===== src/assert_macros.svh =====
// Assertion macros shared by the stack buffer RTL.
// Uses the clk and arst_n names of the including module.
`ifndef ASSERT_MACROS_SVH
`define ASSERT_MACROS_SVH

`ifndef NO_ASSERTIONS

`define KSS_ASSERT(lbl, expr, msg) \
	lbl: assert property (@(posedge clk) disable iff (!arst_n) (expr)) else $error(msg);

`define KSS_ASSERT_IMP(lbl, ante, cons, msg) \
	lbl: assert property (@(posedge clk) disable iff (!arst_n) (ante) |-> (cons)) else $error(msg);

`else

`define KSS_ASSERT(lbl, expr, msg)

`define KSS_ASSERT_IMP(lbl, ante, cons, msg)

`endif

`endif


===== src/kss_pkg.sv =====
// Types, constants and helpers for the shared stack buffer.
// No dependencies.
`timescale 1ns / 1ps

package kss_pkg;

	localparam int DEPTH      = 256;
	localparam int STACKS     = 8;
	localparam int ELEM_WIDTH = 32;

	localparam int ADDR_W = $clog2(DEPTH);
	localparam int CNT_W  = $clog2(DEPTH + 1);
	localparam int SID_W  = $clog2(STACKS);

	typedef logic [ADDR_W-1:0] addr_t;
	typedef logic [CNT_W-1:0]  cnt_t;
	typedef logic [SID_W-1:0]  sid_t;

	typedef enum logic {
		MODE_PUSH = 1'b0,
		MODE_POP  = 1'b1
	} mode_t;

	typedef enum logic [1:0] {
		ST_DONE  = 2'd0,
		ST_FULL  = 2'd1,
		ST_EMPTY = 2'd2
	} status_t;

	typedef struct packed {
		addr_t base;
		cnt_t  cnt;
	} desc_t;

	typedef struct packed {
		logic  we;
		sid_t  addr;
		desc_t data;
	} desc_wr_t;

	function automatic addr_t init_base(sid_t idx);
		return ADDR_W'((int'(idx) * DEPTH) / STACKS);
	endfunction

	function automatic sid_t next_sid(sid_t s);
		return (s == SID_W'(STACKS - 1)) ? '0 : s + 1'b1;
	endfunction

endpackage


===== src/kss_in_if.sv =====
// Command channel of the shared stack buffer: valid/ready plus one operation.
// No dependencies.
`timescale 1ns / 1ps

interface kss_in_if;
	logic        valid;
	logic        ready;
	logic        mode;
	logic [2:0]  stack_id;
	logic [31:0] value;

	modport source(output valid, output mode, output stack_id, output value, input ready);
	modport sink(input valid, input mode, input stack_id, input value, output ready);
endinterface


===== src/kss_out_if.sv =====
// Result channel of the shared stack buffer: valid/ready plus status and counts.
// No dependencies.
`timescale 1ns / 1ps

interface kss_out_if;
	logic       valid;
	logic       ready;
	logic [1:0] status;
	logic [8:0] stack_count;
	logic [8:0] total_count;

	modport source(output valid, output status, output stack_count, output total_count,
		input ready);
	modport sink(input valid, input status, input stack_count, input total_count,
		output ready);
endinterface


===== src/kss_ram.sv =====
// Generic simple dual-port RAM: one write port, one registered read port.
// No dependencies.
`timescale 1ns / 1ps

module kss_ram #(
	parameter int WIDTH   = 8,
	parameter int ENTRIES = 16,
	localparam int AW     = (ENTRIES > 1) ? $clog2(ENTRIES) : 1
) (
	input  logic             clk,
	input  logic             we,
	input  logic [AW-1:0]    waddr,
	input  logic [WIDTH-1:0] wdata,
	input  logic [AW-1:0]    raddr,
	output logic [WIDTH-1:0] rdata
);
	logic [WIDTH-1:0] mem_q [ENTRIES];
	logic [WIDTH-1:0] rdata_q;

	always_ff @(posedge clk) begin
		if (we) begin
			mem_q[waddr] <= wdata;
		end
		rdata_q <= mem_q[raddr];
	end

	assign rdata = rdata_q;
endmodule


===== src/kss_desc.sv =====
// Stack descriptor table (base, count per stack) in a small RAM.
// Valid bits stand in for the evenly spaced reset layout. Uses kss_pkg, kss_ram.
`timescale 1ns / 1ps

module kss_desc import kss_pkg::*; (
	input  logic     clk,
	input  logic     arst_n,
	input  sid_t     raddr,
	input  desc_wr_t wr,
	output desc_t    rdata
);
	logic [STACKS-1:0]      valid_q;
	logic                   rd_valid_s1;
	sid_t                   rd_idx_s1;
	logic [$bits(desc_t)-1:0] ram_rdata;

	kss_ram #(
		.WIDTH  ($bits(desc_t)),
		.ENTRIES(STACKS)
	) u_ram (
		.clk  (clk),
		.we   (wr.we),
		.waddr(wr.addr),
		.wdata(wr.data),
		.raddr(raddr),
		.rdata(ram_rdata)
	);

	always_ff @(posedge clk or negedge arst_n) begin
		if (!arst_n) begin
			valid_q     <= '0;
			rd_valid_s1 <= 1'b0;
			rd_idx_s1   <= '0;
		end else begin
			if (wr.we) begin
				valid_q[wr.addr] <= 1'b1;
			end
			rd_valid_s1 <= valid_q[raddr];
			rd_idx_s1   <= raddr;
		end
	end

	always_comb begin
		if (rd_valid_s1) begin
			rdata = desc_t'(ram_rdata);
		end else begin
			rdata.base = init_base(rd_idx_s1);
			rdata.cnt  = '0;
		end
	end
endmodule


===== src/k_stacks_shared_buffer.sv =====
// Several LIFO stacks sharing one circular element RAM. An item is a push or a pop on
// one stack and yields one result with a status and the stack and total counts. Pops,
// refused pushes and empty pops go from acceptance through S_RDK to S_FIN; a command
// with an out-of-range stack id goes straight to S_FIN. A push scans the descriptor
// RAM one stack per cycle for the chain of packed neighbors that must move up one slot,
// then moves their elements one per cycle through the element RAM: it scans 1 to STACKS
// stacks and moves 0 to DEPTH-1 elements, and the element RAM copy loop sets the worst
// case. One item is in work at a time; the next item is taken the cycle after the
// result is registered, and a finished result waits in an output register while it is.
// No clearing pass after reset.
// Uses kss_pkg, kss_in_if, kss_out_if, kss_ram, kss_desc, assert_macros.svh.
`timescale 1ns / 1ps
`include "assert_macros.svh"

module k_stacks_shared_buffer import kss_pkg::*; (
	input logic       clk,
	input logic       arst_n,
	kss_in_if.sink    cmd,
	kss_out_if.source res
);
	typedef enum logic [2:0] {
		S_IDLE,
		S_RDK,
		S_SCAN,
		S_COPY,
		S_FIN
	} state_t;

	state_t                state_q;
	mode_t                 mode_q;
	sid_t                  k_q;
	logic [ELEM_WIDTH-1:0] value_q;
	addr_t                 base_k_q;
	cnt_t                  cnt_k_q;
	sid_t                  j_q;
	sid_t                  steps_q;
	addr_t                 prev_top_q;
	addr_t                 copy_ptr_q;
	addr_t                 copy_left_q;
	logic                  wr_pend_s1;
	addr_t                 wr_addr_s1;
	logic                  do_push_q;
	logic                  do_pop_q;
	status_t               status_q;
	cnt_t                  total_q;
	logic                  out_valid_q;
	logic [1:0]            out_status_q;
	logic [8:0]            out_stack_count_q;
	logic [8:0]            out_total_count_q;

	sid_t                  desc_raddr;
	desc_wr_t              desc_wr;
	desc_t                 desc_rd;

	logic                  e_we;
	addr_t                 e_waddr;
	logic [ELEM_WIDTH-1:0] e_wdata;
	addr_t                 e_raddr;
	logic [ELEM_WIDTH-1:0] e_rdata;

	addr_t top_k;
	addr_t d_top;
	addr_t end_top;
	logic  in_chain;
	logic  scan_end;
	logic  accept;
	logic  oor;
	logic  fire_fin;
	cnt_t  new_cnt;
	cnt_t  new_total;

	kss_desc u_desc (
		.clk   (clk),
		.arst_n(arst_n),
		.raddr (desc_raddr),
		.wr    (desc_wr),
		.rdata (desc_rd)
	);

	kss_ram #(
		.WIDTH  (ELEM_WIDTH),
		.ENTRIES(DEPTH)
	) u_elem (
		.clk  (clk),
		.we   (e_we),
		.waddr(e_waddr),
		.wdata(e_wdata),
		.raddr(e_raddr),
		.rdata(e_rdata)
	);

	assign cmd.ready       = (state_q == S_IDLE);
	assign res.valid       = out_valid_q;
	assign res.status      = out_status_q;
	assign res.stack_count = out_stack_count_q;
	assign res.total_count = out_total_count_q;

	always_comb begin
		accept   = cmd.valid && (state_q == S_IDLE);
		oor      = (int'(cmd.stack_id) >= STACKS);
		top_k    = base_k_q + addr_t'(cnt_k_q);
		d_top    = desc_rd.base + addr_t'(desc_rd.cnt);
		in_chain = (prev_top_q == desc_rd.base);
		scan_end = !in_chain || (steps_q == SID_W'(STACKS - 1));
		end_top  = in_chain ? d_top : prev_top_q;
		fire_fin = (state_q == S_FIN) && (!out_valid_q || res.ready);

		new_cnt   = cnt_k_q;
		new_total = total_q;
		if (do_push_q) begin
			new_cnt   = cnt_k_q + 1'b1;
			new_total = total_q + 1'b1;
		end else if (do_pop_q) begin
			new_cnt   = cnt_k_q - 1'b1;
			new_total = total_q - 1'b1;
		end

		case (state_q)
			S_IDLE:  desc_raddr = SID_W'(cmd.stack_id);
			S_RDK:   desc_raddr = next_sid(k_q);
			S_SCAN:  desc_raddr = next_sid(j_q);
			default: desc_raddr = k_q;
		endcase

		desc_wr = '0;
		if (state_q == S_SCAN && in_chain) begin
			desc_wr.we        = 1'b1;
			desc_wr.addr      = j_q;
			desc_wr.data.base = desc_rd.base + 1'b1;
			desc_wr.data.cnt  = desc_rd.cnt;
		end else if (fire_fin && (do_push_q || do_pop_q)) begin
			desc_wr.we        = 1'b1;
			desc_wr.addr      = k_q;
			desc_wr.data.base = base_k_q;
			desc_wr.data.cnt  = new_cnt;
		end

		e_raddr = copy_ptr_q - 1'b1;
		e_we    = 1'b0;
		e_waddr = wr_addr_s1;
		e_wdata = e_rdata;
		if (wr_pend_s1) begin
			e_we = 1'b1;
		end else if (fire_fin && do_push_q) begin
			e_we    = 1'b1;
			e_waddr = top_k;
			e_wdata = value_q;
		end
	end

	always_ff @(posedge clk or negedge arst_n) begin
		if (!arst_n) begin
			state_q     <= S_IDLE;
			out_valid_q <= 1'b0;
			total_q     <= '0;
			wr_pend_s1  <= 1'b0;
			do_push_q   <= 1'b0;
			do_pop_q    <= 1'b0;
		end else begin
			wr_pend_s1 <= 1'b0;
			if (res.ready) begin
				out_valid_q <= 1'b0;
			end
			case (state_q)
				S_IDLE: begin
					if (accept) begin
						mode_q    <= mode_t'(cmd.mode);
						k_q       <= SID_W'(cmd.stack_id);
						value_q   <= ELEM_WIDTH'(cmd.value);
						do_push_q <= 1'b0;
						do_pop_q  <= 1'b0;
						status_q  <= ST_DONE;
						if (oor) begin
							cnt_k_q <= '0;
							state_q <= S_FIN;
						end else begin
							state_q <= S_RDK;
						end
					end
				end
				S_RDK: begin
					base_k_q <= desc_rd.base;
					cnt_k_q  <= desc_rd.cnt;
					if (mode_q == MODE_POP) begin
						if (desc_rd.cnt == '0) begin
							status_q <= ST_EMPTY;
						end else begin
							do_pop_q <= 1'b1;
						end
						state_q <= S_FIN;
					end else if (total_q == CNT_W'(DEPTH)) begin
						status_q <= ST_FULL;
						state_q  <= S_FIN;
					end else begin
						do_push_q  <= 1'b1;
						prev_top_q <= d_top;
						j_q        <= next_sid(k_q);
						steps_q    <= '0;
						state_q    <= S_SCAN;
					end
				end
				S_SCAN: begin
					if (in_chain) begin
						prev_top_q <= d_top;
						j_q        <= next_sid(j_q);
						steps_q    <= steps_q + 1'b1;
					end
					if (scan_end) begin
						copy_ptr_q  <= end_top;
						copy_left_q <= end_top - top_k;
						state_q     <= S_COPY;
					end
				end
				S_COPY: begin
					if (copy_left_q != '0) begin
						wr_pend_s1  <= 1'b1;
						wr_addr_s1  <= copy_ptr_q;
						copy_ptr_q  <= copy_ptr_q - 1'b1;
						copy_left_q <= copy_left_q - 1'b1;
					end else begin
						state_q <= S_FIN;
					end
				end
				S_FIN: begin
					if (fire_fin) begin
						out_valid_q       <= 1'b1;
						out_status_q      <= status_q;
						out_stack_count_q <= 9'(new_cnt);
						out_total_count_q <= 9'(new_total);
						total_q           <= new_total;
						do_push_q         <= 1'b0;
						do_pop_q          <= 1'b0;
						state_q           <= S_IDLE;
					end
				end
				default: state_q <= S_IDLE;
			endcase
		end
	end

	`KSS_ASSERT(a_total_range, total_q <= CNT_W'(DEPTH), "total count beyond depth")
	`KSS_ASSERT_IMP(a_copy_hazard, wr_pend_s1, wr_addr_s1 != e_raddr, "copy read hits write")
	`KSS_ASSERT_IMP(a_fin_drained, state_q == S_FIN, !wr_pend_s1, "copy write pending at finish")
	`KSS_ASSERT_IMP(a_push_room, state_q == S_FIN && do_push_q, total_q < CNT_W'(DEPTH), "push full")
	`KSS_ASSERT_IMP(a_desc_rw, state_q == S_SCAN && desc_wr.we, desc_wr.addr != desc_raddr, "desc rw")
endmodule

===== src/flat_wrapper.sv =====
// flat-port wrapper written by rule: the top's interface ports become plain ports
module k_stacks_shared_buffer_flat import kss_pkg::*;
  (clk, arst_n, cmd_valid, cmd_mode, cmd_stack_id, cmd_value, cmd_ready, res_valid, res_status, res_stack_count, res_total_count, res_ready);
  kss_in_if cmd_i ();
  kss_out_if res_i ();
  input logic clk;
  input logic arst_n;
  input wire logic [$bits(cmd_i.valid)-1:0] cmd_valid;
  input wire logic [$bits(cmd_i.mode)-1:0] cmd_mode;
  input wire logic [$bits(cmd_i.stack_id)-1:0] cmd_stack_id;
  input wire logic [$bits(cmd_i.value)-1:0] cmd_value;
  output wire logic [$bits(cmd_i.ready)-1:0] cmd_ready;
  output wire logic [$bits(res_i.valid)-1:0] res_valid;
  output wire logic [$bits(res_i.status)-1:0] res_status;
  output wire logic [$bits(res_i.stack_count)-1:0] res_stack_count;
  output wire logic [$bits(res_i.total_count)-1:0] res_total_count;
  input wire logic [$bits(res_i.ready)-1:0] res_ready;
  assign cmd_i.valid = cmd_valid;
  assign cmd_i.mode = cmd_mode;
  assign cmd_i.stack_id = cmd_stack_id;
  assign cmd_i.value = cmd_value;
  assign cmd_ready = cmd_i.ready;
  assign res_valid = res_i.valid;
  assign res_status = res_i.status;
  assign res_stack_count = res_i.stack_count;
  assign res_total_count = res_i.total_count;
  assign res_i.ready = res_ready;
  k_stacks_shared_buffer u_core (.clk(clk), .arst_n(arst_n), .cmd(cmd_i), .res(res_i));
endmodule

===== config.mk =====
export PLATFORM = sky130hd
export DESIGN_NAME = k_stacks_shared_buffer_flat
export DESIGN_NICKNAME = d
export VERILOG_FILES = /design/src/kss_pkg.sv /design/src/kss_in_if.sv /design/src/kss_out_if.sv /design/src/kss_ram.sv /design/src/kss_desc.sv /design/src/k_stacks_shared_buffer.sv /design/src/flat_wrapper.sv
export VERILOG_INCLUDE_DIRS = /design/src /design/src/src
export SDC_FILE = /design/constraint.sdc
export NUM_CORES = 1
export LEC_CHECK = 0
export BUFFER_PORTS_ARGS = -buffer_cell sky130_fd_sc_hd__buf_2
export CORE_MARGIN = 5
export CORE_UTILIZATION = 63
export CTS_BUF_LIST = sky130_fd_sc_hd__clkbuf_2
export DETAILED_ROUTE_END_ITERATION = 16
export PLACE_DENSITY = 0.78
export SLEW_MARGIN = 0
export SYNTH_ARGS = -nofsm -noshare
export SYNTH_HDL_FRONTEND = slang
export SYNTH_SLANG_ARGS = --single-unit

===== constraint.sdc =====
create_clock -name clk -period 6.75 [get_ports clk]
set_clock_uncertainty 0.1 [all_clocks]
set_input_delay 0.675 -clock clk [delete_from_list [all_inputs] [get_ports clk]]
set_output_delay 0.675 -clock clk [all_outputs]
set_load 0.05 [all_outputs]

* Word level (Yosys, flattened, before mapping) *
Memories as Yosys holds them, arrays and structs flattened. A register that Yosys moved wholly into a read port is not among the register bits.
Cells that the tools add are included.

word-level totals
  memory bits (read-only) = 0
  bits in writable memories = 136
  bits in latches = 0
  output and inout bits = 22
  input bits = 40
  bits in registers = 92
  memories kept = 1

cells by class
  mux-type cells = 54
  divide/modulo/power cells = 0
  reduce and logical (&&, ||, !) cells = 28
  multiply operators = 0
  add/subtract/negate cells = 12
  $lt $le $gt $ge = 3
  equal/unequal tests = 21
  shift-type cells = 0
  bitwise operators = 1

memories
  memory                     words  width  read ports  clocked after Yosys merged registers in  wr ports  RTL line       RTL
  u_core.u_desc.u_ram.mem_q  8      17     1           1                                        1         kss_ram.sv:17  logic [WIDTH-1:0] mem_q [ENTRIES];

operator list
  operator               count
  $mux W21               2
  $mux W3                14
  $mux W8                5
  $mux W9                4
  $pmux W8 S2            2
  $reduce_and A5 Y1      4
  $add A9 B1 Y9 const B  2
  $sub A9 B1 Y9 const B  2
  $mux W17               1
  $add A8 B8 Y8          2
  $pmux W3 S5            1
  $mux W1                13
  $eq A3 B3 Y1 const B   4
  $ne A2 B1 Y1 const B   6
  $pmux W3 S2            2
  $reduce_and A4 Y1      3
  $add A3 B1 Y3 const B  3
  $eq A9 B9 Y1 const B   1
  $logic_not A9 Y1       1
  $pmux W3 S3            1
  $add A8 B1 Y8 const B  1
  $eq A8 B8 Y1           1
  $lt A3 B4 Y1 const B   2
  $mux W2                4
  other kinds (22)       38

* Logic depth before layout (Yosys ltp) *
Gate-level depths: netlist of run 1.

  word-level depth = 11
  mapped depth = 21

* Modules after synthesis *
Synthesis of run 1 repeated with hierarchy kept, for this count alone.

unflattened totals
  cell total of the unflattened synthesis = 733
  area, all modules = 11235.8 sq um

modules (own cells, without submodules)
  module                  area each (sq um)  instances  sequential area each (sq um)  cells each
  kss_ram                 5599.1             1          4424.2                        227
  k_stacks_shared_buffer  5057.4             1          2327.2                        461
  kss_desc                579.3              1          300.3                         45

* Worst setup path after synthesis of run 1 *
Ideal clock, no wire load.

  path kind = flip-flop to flip-flop
  from = register u_core.u_desc.rd_valid_s1
  to = register u_core.copy_left_q[7] (data pin)
  setup time = 264 ps
  slack = 2065 ps
  stages on the path, launching flop included = 21
  data arrival time = 4321 ps
  required time = 6386 ps
  buffers on the path = 3
  period minus slack after synthesis = 4685 ps
  path through = dfrtp_1 -> buf_6 -> buf_6 -> clkbuf_1 -> and2_1 -> ha_1 -> ha_1 -> a21o_1 -> maj3_2 -> o21ai_1 -> nand2_1 -> maj3_2 -> a21oi_2 -> xnor2_1 -> mux2_2 -> fa_1 -> ha_1 -> a2111oi_0 -> a31oi_1 -> xnor2_1 -> mux2i_1

RTL lines
  item                    RTL line                       RTL
  start, declared         kss_desc.sv:13                 logic rd_valid_s1;
  start signal, assigned  kss_desc.sv:38                 rd_valid_s1 <= valid_q[raddr];
  end signal, assigned    k_stacks_shared_buffer.sv:210  copy_left_q <= end_top - top_k;
  end signal, assigned    k_stacks_shared_buffer.sv:219  copy_left_q <= copy_left_q - 1'b1;
  end, declared           k_stacks_shared_buffer.sv:39   addr_t copy_left_q;

* Worst setup path after layout of run 1 *
  from = register u_core.u_desc.u_ram.rdata_q[10], in the netlist u_core.u_desc.u_ram.rdata[10], read port of u_core.u_desc.u_ram.mem_q
  to = register u_core.copy_left_q[7] (data pin)

between the ends
  longest elaborated chain between the ends = 6

ends and longest elaborated chain
  item                                                  RTL line                                                      RTL
  start, declared                                       kss_ram.sv:18                                                 logic [WIDTH-1:0] rdata_q;
  $mux W17 (*)                                          kss_desc.sv:44                                                if (rd_valid_s1) begin
  $add A8 B8 Y8 / $eq A8 B8 Y1 (equally long branches)  k_stacks_shared_buffer.sv:102, k_stacks_shared_buffer.sv:103
  $mux W8 (*)                                           -
  $sub A8 B8 Y8 (*)                                     k_stacks_shared_buffer.sv:210
  $mux W8 (*)                                           k_stacks_shared_buffer.sv:208                                 if (scan_end) begin
  $pmux W8 S2 (*)                                       k_stacks_shared_buffer.sv:164                                 case (state_q)

Mark *: on every way between the ends. The rest lies on a longest branch, timed or not. The select of a mux whose other input is x is not followed.
A chain may end at the register's enable or synchronous reset.

==> results.json, run 1 <==
{
  "status": "finished clean",
  "synthAdderAreaFrac": 0.0391,
  "gp_congestion": 0.928,
  "tightest_slew_ns": 1.25,
  "setup_viol": 0,
  "synth_xor_area_frac": 0.0403,
  "clk_path_buf_depth": 3,
  "synth_cell_types": 72,
  "synthArstFlopShare": 0.110,
  "slew_violations": 0,
  "path_clk_slew_ns": 0.11,
  "post-route-period-util": 0.676,
  "min_path_type": "primary input to flip-flop",
  "synth_edf_count": 201,
  "nets": 1136,
  "seq_area_mm2": 0.00705,
  "cts_root_buffer": "clkbuf_2",
  "dp_hpwl_mm": 15.4,
  "crit_type": "flip-flop to flip-flop",
  "final.setup.tns_ns": 0,
  "syn2layout_area_growth_pct": 7.73,
  "die_x_um": 145,
  "start_util": 0.641,
  "critPathMaxFanout": 12,
  "cts_num_sinks": 245,
  "grt_pass1_wl_mm": 39.3,
  "finalPower_mw": 5.80,
  "p_leak_nw": 4.92,
  "fp.dieArea_mm2": 0.0211,
  "syn-num-nets": 1081,
  "hold_viol_final": 0,
  "syn-mean-instance-area_um2": 11.4,
  "cp-end-kind": "flip-flop",
  "drt_iter0_markers": 563,
  "fp.dieH_um": 145,
  "ant_nets": 0,
  "finalInstanceArea_mm2": 0.0124,
  "multiInputGateArea_mm2": 0.00411,
  "placed_area_mm2": 0.0118,
  "yosys.area_share.simple": 0.161,
  "dr.pass1.iters": 7,
  "synth_cells": 1011,
  "relSlewSlack": 0.163,
  "vias": 7955,
  "worstSkewPairLatency_ns": 0.82,
  "grt_overflow": 0,
  "io_pins": 62,
  "synth_compound_area_frac": 0.0970,
  "synth_seq_area_share": 0.613,
  "synthMuxAreaShare": 0.0186,
  "required_ns": 7.21,
  "portBuffers": 29,
  "ys.flop_type": "edfxtp_1",
  "ys.warnings.count": 0,
  "worstPathArrival_ns": 5.02,
  "rsz0062_at_grt": "false",
  "via_per_inst": 5.91,
  "wl_mm": 24.7,
  "core_mm2": 0.0180,
  "maxCapViolations": 0,
  "synth_top_family_by_area": "simple AND/OR/NAND/NOR gates",
  "cts_tree": "built",
  "grt_util_all_layers": 0.232,
  "ir_drop_mv": 0.293,
  "cellPowerDensity_mw_per_mm2": 468,
  "grt_max_degree": 74,
  "layout-drive-gt1-share": 0.160,
  "ctsHtreeMaxLevel": 2,
  "fmax_mhz": 219,
  "cts_setup_buffers": 0,
  "drc": 0,
  "num_rows": 49,
  "antenna_found_initial": 1,
  "ys_seq_elements": 245,
  "utilization": 0.690,
  "worstSetupStartpointType": "flip-flop",
  "ctsResizeCount": 0,
  "post-route-min-period_ns": 4.56,
  "post_drt_wl_per_cell_um": 18.4,
  "netlist_area_mm2": 0.0115,
  "first_global_vias": 7669,
  "cts_buffers": 58,
  "nFillCells": 1328
}
-- synthesized netlist by cell type, types with 20 or more instances --
library cell	instances	area [um^2]
ha_1	23	288
o21ai_0	67	335
nand2_1	241	905
clkbuf_1	30	113
o211ai_1	22	165
xnor2_1	41	359
edfxtp_1	201	6040
nand3_1	45	225
dfrtp_1	27	676
nor2_1	26	97.6
inv_1	27	101
and2_1	20	125
-- layout make-up --
cell class / count / share of cell area
well taps: 229 / 0.0231
diodes: 1 / 0.000202
multi-input cells: 685 / 0.331
flip-flops and latches: 245 / 0.569
repair buffers: 47 / 0.0238
clock buffers: 103 / 0.0416
inverters: 29 / 0.00878
clock inverters: 6 / 0.00222
-- path summary, 6_finish.rpt --
kind,from,end,slack (ns),cells past startpoint
max reg2reg,u_core.u_desc.u_ram.rdata[10],u_core.copy_left_q[7],2.19,17
min reg2reg,u_core.status_q[0],u_core.res.status[0],0.34,0
min in group asynchronous,arst_n,u_core.state_q[0],0.37,2
max,u_core.u_desc.u_ram.rdata[10],u_core.copy_left_q[7],2.19,17
max in group asynchronous,arst_n,u_core.u_desc.rd_valid_s1,5.58,2
min,res_ready,u_core.res.valid,0.17,3
-- routing by layer --
metal  routed length [um]  up-vias  part of all wire  global-route usage
met5                    0        -                 0                   0
li1                     -     3756                 -                   -
met1                10500     3878              0.42               0.313
met3                 1700       47             0.069              0.0458
met2                12000      274              0.49               0.382
met4                  547        0             0.022              0.0746
-- state kept, by name, summed over array words and instances, names as in the netlist, 8 cells and up --
name                       count
u_core.res.total_count         9
u_core.prev_top_q              8
u_core.u_desc.u_ram.mem_q    136
u_core.copy_left_q             8
u_core.total_q                 9
u_core.cnt_k_q                 9
u_core.u_desc.u_ram.rdata     17
u_core.base_k_q                8
u_core.u_desc.valid_q          8
u_core.res.stack_count         9
-- worst max-delay path, cell delays in order (launching register included) --
cell and delay, ns:
dfxtp_1 0.59, xor2_1 0.10, and2_1 0.18, ha_1 0.20
a21o_1 0.18, maj3_2 0.30, o21ai_1 0.07, nand2_1 0.10
maj3_2 0.33, a21oi_2 0.16, xnor2_1 0.10, mux2_2 0.28
fa_1 0.45, ha_1 0.34, a2111oi_0 0.46, a31oi_1 0.16
xnor2_1 0.15, mux2i_1 0.08
-- layout by cell type (no fill, tap or decap), types with 23 or more instances in the layout --
| cell type | netlist | routed |
|---|---|---|
| inv_1 | 27 | 27 |
| buf_2 | 15 | 29 |
| clkbuf_2 | 0 | 103 |
| o21ai_0 | 67 | 67 |
| edfxtp_1 | 201 | 201 |
| nor2_1 | 26 | 25 |
| dfrtp_1 | 27 | 27 |
| nand2_1 | 241 | 240 |
| nand3_1 | 45 | 45 |
| ha_1 | 23 | 23 |
| xnor2_1 | 41 | 41 |
-- report_power, final --
| part | leakage (nW) | switching, mW | internal, mW |
|---|---|---|---|
| registers | 2.34 | 0.270 | 2.00 |
| logic | 2.14 | 1.63 | 0.951 |
| clock network | 0.441 | 0.558 | 0.392 |
| total | 4.92 | 2.46 | 3.34 |
-- stage by stage --
| stage | hold slack (ns) | instances | worst slack, ns |
|---|---|---|---|
| 2_1_floorplan | 0.279 | 1011 | 2.07 |
| 3_3_place_gp | 0.334 | 1229 | 2.24 |
| 3_5_place_dp | 0.321 | 1229 | 2.21 |
| 4_1_cts | 0.0889 | 1344 | 2.21 |
| 5_1_grt | 0.124 | 1345 | 1.98 |
| 6_report | 0.169 | 1345 | 2.19 |
-- repair_timing --
item,in CTS,in global routing
endpoints found under the hold margin,32,0
endpoints found under the setup margin,0,0
hold buffers,6,0
-- logic make-up after synthesis --
logic type	count (synthesis)
AND/OR/NAND/NOR	411
XOR/XNOR	53
AO/OA/AOI/OAI	171
flip-flops	245
buffers and inverters	81
adder cells (fa/ha/maj)	32
multiplexers	18
Power figures use the tool's default switching activity.
==> run 2: changes to the inputs <==
--- a/config.mk
+++ b/config.mk
@@ -8,10 +8,10 @@
 export LEC_CHECK = 0
 export BUFFER_PORTS_ARGS = -buffer_cell sky130_fd_sc_hd__buf_2
 export CORE_MARGIN = 5
-export CORE_UTILIZATION = 63
+export CORE_UTILIZATION = 57
 export CTS_BUF_LIST = sky130_fd_sc_hd__clkbuf_2
 export DETAILED_ROUTE_END_ITERATION = 16
-export PLACE_DENSITY = 0.78
+export PLACE_DENSITY = 0.74
 export SLEW_MARGIN = 0
 export SYNTH_ARGS = -nofsm -noshare
 export SYNTH_HDL_FRONTEND = slang
==> constraint.sdc (replaced) <==
create_clock -name clk -period 4.1 [get_ports clk]
set_clock_uncertainty 0.1 [all_clocks]
set_input_delay 0.41 -clock clk [delete_from_list [all_inputs] [get_ports clk]]
set_output_delay 0.41 -clock clk [all_outputs]
set_load 0.05 [all_outputs]
==> run 2 against run 1 <==
  * Cell area rose by 4.0%
  * Register-to-register slack got worse by 2.2 ns
  * Clock-buffer cell count fell by 16
  * Largest cell class unchanged
  * Critical endpoint unchanged
  * Critical path depth did not move
  * Clock power rose by 67%
==> results.json, run 2 (synthesis results as in run 1) <==
{
  "fmax_mhz": 244,
  "r2r-end": "u_core.copy_left_q[7]",
  "io_pins": 62,
  "min_path_type": "primary input to async pin",
  "ctsHtreeMaxLevel": 2,
  "cpMaxStageDelayCell": "fa_1",
  "num_rows": 52,
  "post_drt_wl_per_cell_um": 18.2,
  "dp_hpwl_mm": 16.3,
  "grt_pass1_wl_mm": 41.2,
  "portBuffers": 29,
  "timing.rr.start": "u_core.u_desc.rd_valid_s1",
  "largest_reg_flops": 136,
  "syn2layout_area_growth_pct": 12.0,
  "wl_mm": 25.9,
  "layout-drive-gt1-share": 0.181,
  "utilization": 0.643,
  "core_mm2": 0.0200,
  "slowest_delay_ns": 0.53,
  "rsz0062_at_grt": "true",
  "path_clk_slew_ns": 0.12,
  "slew_violations": 0,
  "fp.dieArea_mm2": 0.0231,
  "crit_type": "flip-flop to flip-flop",
  "nets": 1174,
  "mostFrequentLayoutCell": "nand2_1",
  "worstPathArrival_ns": 4.56,
  "relSlewSlack": 0.218,
  "cts_num_sinks": 245,
  "drt_iter0_markers": 530,
  "fp.dieH_um": 152,
  "finalPower_mw": 10.0,
  "tightest_slew_ns": 1.17,
  "clk_path_buf_depth": 3,
  "cp_cell_sequence": "and2_4 > ha_4 > ha_4 > a21o_1 > maj3_2 > o21ai_1 > nand2_1 > maj3_2 > a21oi_2 > xnor2_1 > mux2_4 > fa_1 > ha_4 > a2111oi_4 > a31oi_1 > xnor2_1 > mux2i_1",
  "grt_util_all_layers": 0.223,
  "regMostFlops": "u_core.u_desc.u_ram.mem_q",
  "critPathMaxFanout": 3,
  "final_cell_mix": "nand2_1, edfxtp_1, clkbuf_2",
  "status": "finished clean",
  "dr.pass1.iters": 5,
  "r2r_cells": 17,
  "grt_overflow": 0,
  "cellPowerDensity_mw_per_mm2": 777,
  "p_leak_nw": 5.11,
  "grt_max_degree": 45,
  "cts_tree": "built",
  "gp_congestion": 0.934,
  "die_x_um": 152,
  "ir_drop_mv": 0.340,
  "vias": 7971,
  "ant_nets": 0,
  "via_per_inst": 5.59,
  "post-route-period-util": 0.999,
  "first_global_vias": 7763,
  "post-route-min-period_ns": 4.09,
  "required_ns": 4.56,
  "start_util": 0.574,
  "hold_viol_final": 0,
  "rrSetupSlack_ns": 0.005,
  "setup_viol": 0,
  "cts_root_buffer": "clkbuf_2",
  "worstSkewPairLatency_ns": 0.83,
  "antenna_found_initial": 1,
  "drc": 0,
  "cts_buffers": 60,
  "maxCapViolations": 0,
  "crit_top_cell": "ha_4",
  "cp-end-kind": "flip-flop",
  "worstSetupStartpointType": "flip-flop"
}
## run 2: final cells by class
| class | count | area [um^2] |
|---|---|---|
| Multi-Input combinational cell | 685 | 4230 |
| Tap cell | 270 | 338 |
| Clock inverter | 25 | 123 |
| Antenna cell | 1 | 2.50 |
| Fill cell | 1591 | 7150 |
| Timing Repair Buffer | 83 | 596 |
| Inverter | 29 | 109 |
| Sequential cell | 245 | 7050 |
| Clock buffer | 87 | 435 |
## run 2: critical path: cells and delay by family, from the launching register on
kind | cells | cell delay (ns)
flops | 1 | 0.41
xor+xnor | 2 | 0.25
mux | 2 | 0.37
compound gates | 5 | 0.76
fa+ha+maj | 6 | 1.67
simple gates | 2 | 0.26
## run 2: power breakdown
| part | internal [mW] | total [mW] | switching, mW |
|---|---|---|---|
| Clock | 0.637 | 1.59 | 0.950 |
| Combinational | 1.87 | 4.72 | 2.85 |
| Sequential | 3.29 | 3.71 | 0.410 |
## run 2: per-layer routing
metal	vias to the layer above	share of wire	wire length, um	track usage
li1	3848	-	-	-
met1	3838	0.42	11000	0.301
met2	240	0.49	12600	0.357
met3	45	0.071	1840	0.0526
met4	0	0.020	524	0.0771
met5	-	0	0	0
## run 2: worst max-delay path by stage
stage | start | depth (start not counted) | to | slack (ns)
after floorplan | u_core.u_desc.rd_valid_s1 | 20 | u_core.copy_left_q[7] | -0.32
after global placement | u_core.u_desc.rd_valid_s1 | 17 | u_core.copy_left_q[7] | -0.002
after detailed placement | u_core.u_desc.rd_valid_s1 | 17 | u_core.copy_left_q[7] | -0.02
after CTS | u_core.u_desc.rd_valid_s1 | 17 | u_core.copy_left_q[7] | -0.02
after global routing | u_core.u_desc.rd_valid_s1 | 17 | u_core.copy_left_q[7] | -0.21
final | u_core.u_desc.rd_valid_s1 | 17 | u_core.copy_left_q[7] | 0.005
## run 2: metrics by stage
stage          TNS (ns)  cells  setup WS, ns  instance area (um^2)  hold WS, ns
3_5_place_dp    -0.0242   1300       -0.0242                 12200        0.317
2_1_floorplan    -0.322   1011        -0.322                 11600       0.0144
4_1_cts         -0.0243   1420       -0.0243                 12800       0.0304
5_1_grt          -0.395   1425        -0.209                 12900       0.0448
3_3_place_gp   -0.00156   1300      -0.00156                 12200        0.332
6_report              0   1425       0.00513                 12900       0.0816
## run 2: timing repair
item | 4_1_cts | 5_1_grt
endpoints found under the setup margin | 1 | 3
gates cloned | 0 | 0
gates resized for setup | 0 | 10
hold buffers | 8 | 0
pin swaps | 4 | 2
endpoints found under the hold margin | 42 | 0
setup buffers | 0 | 4
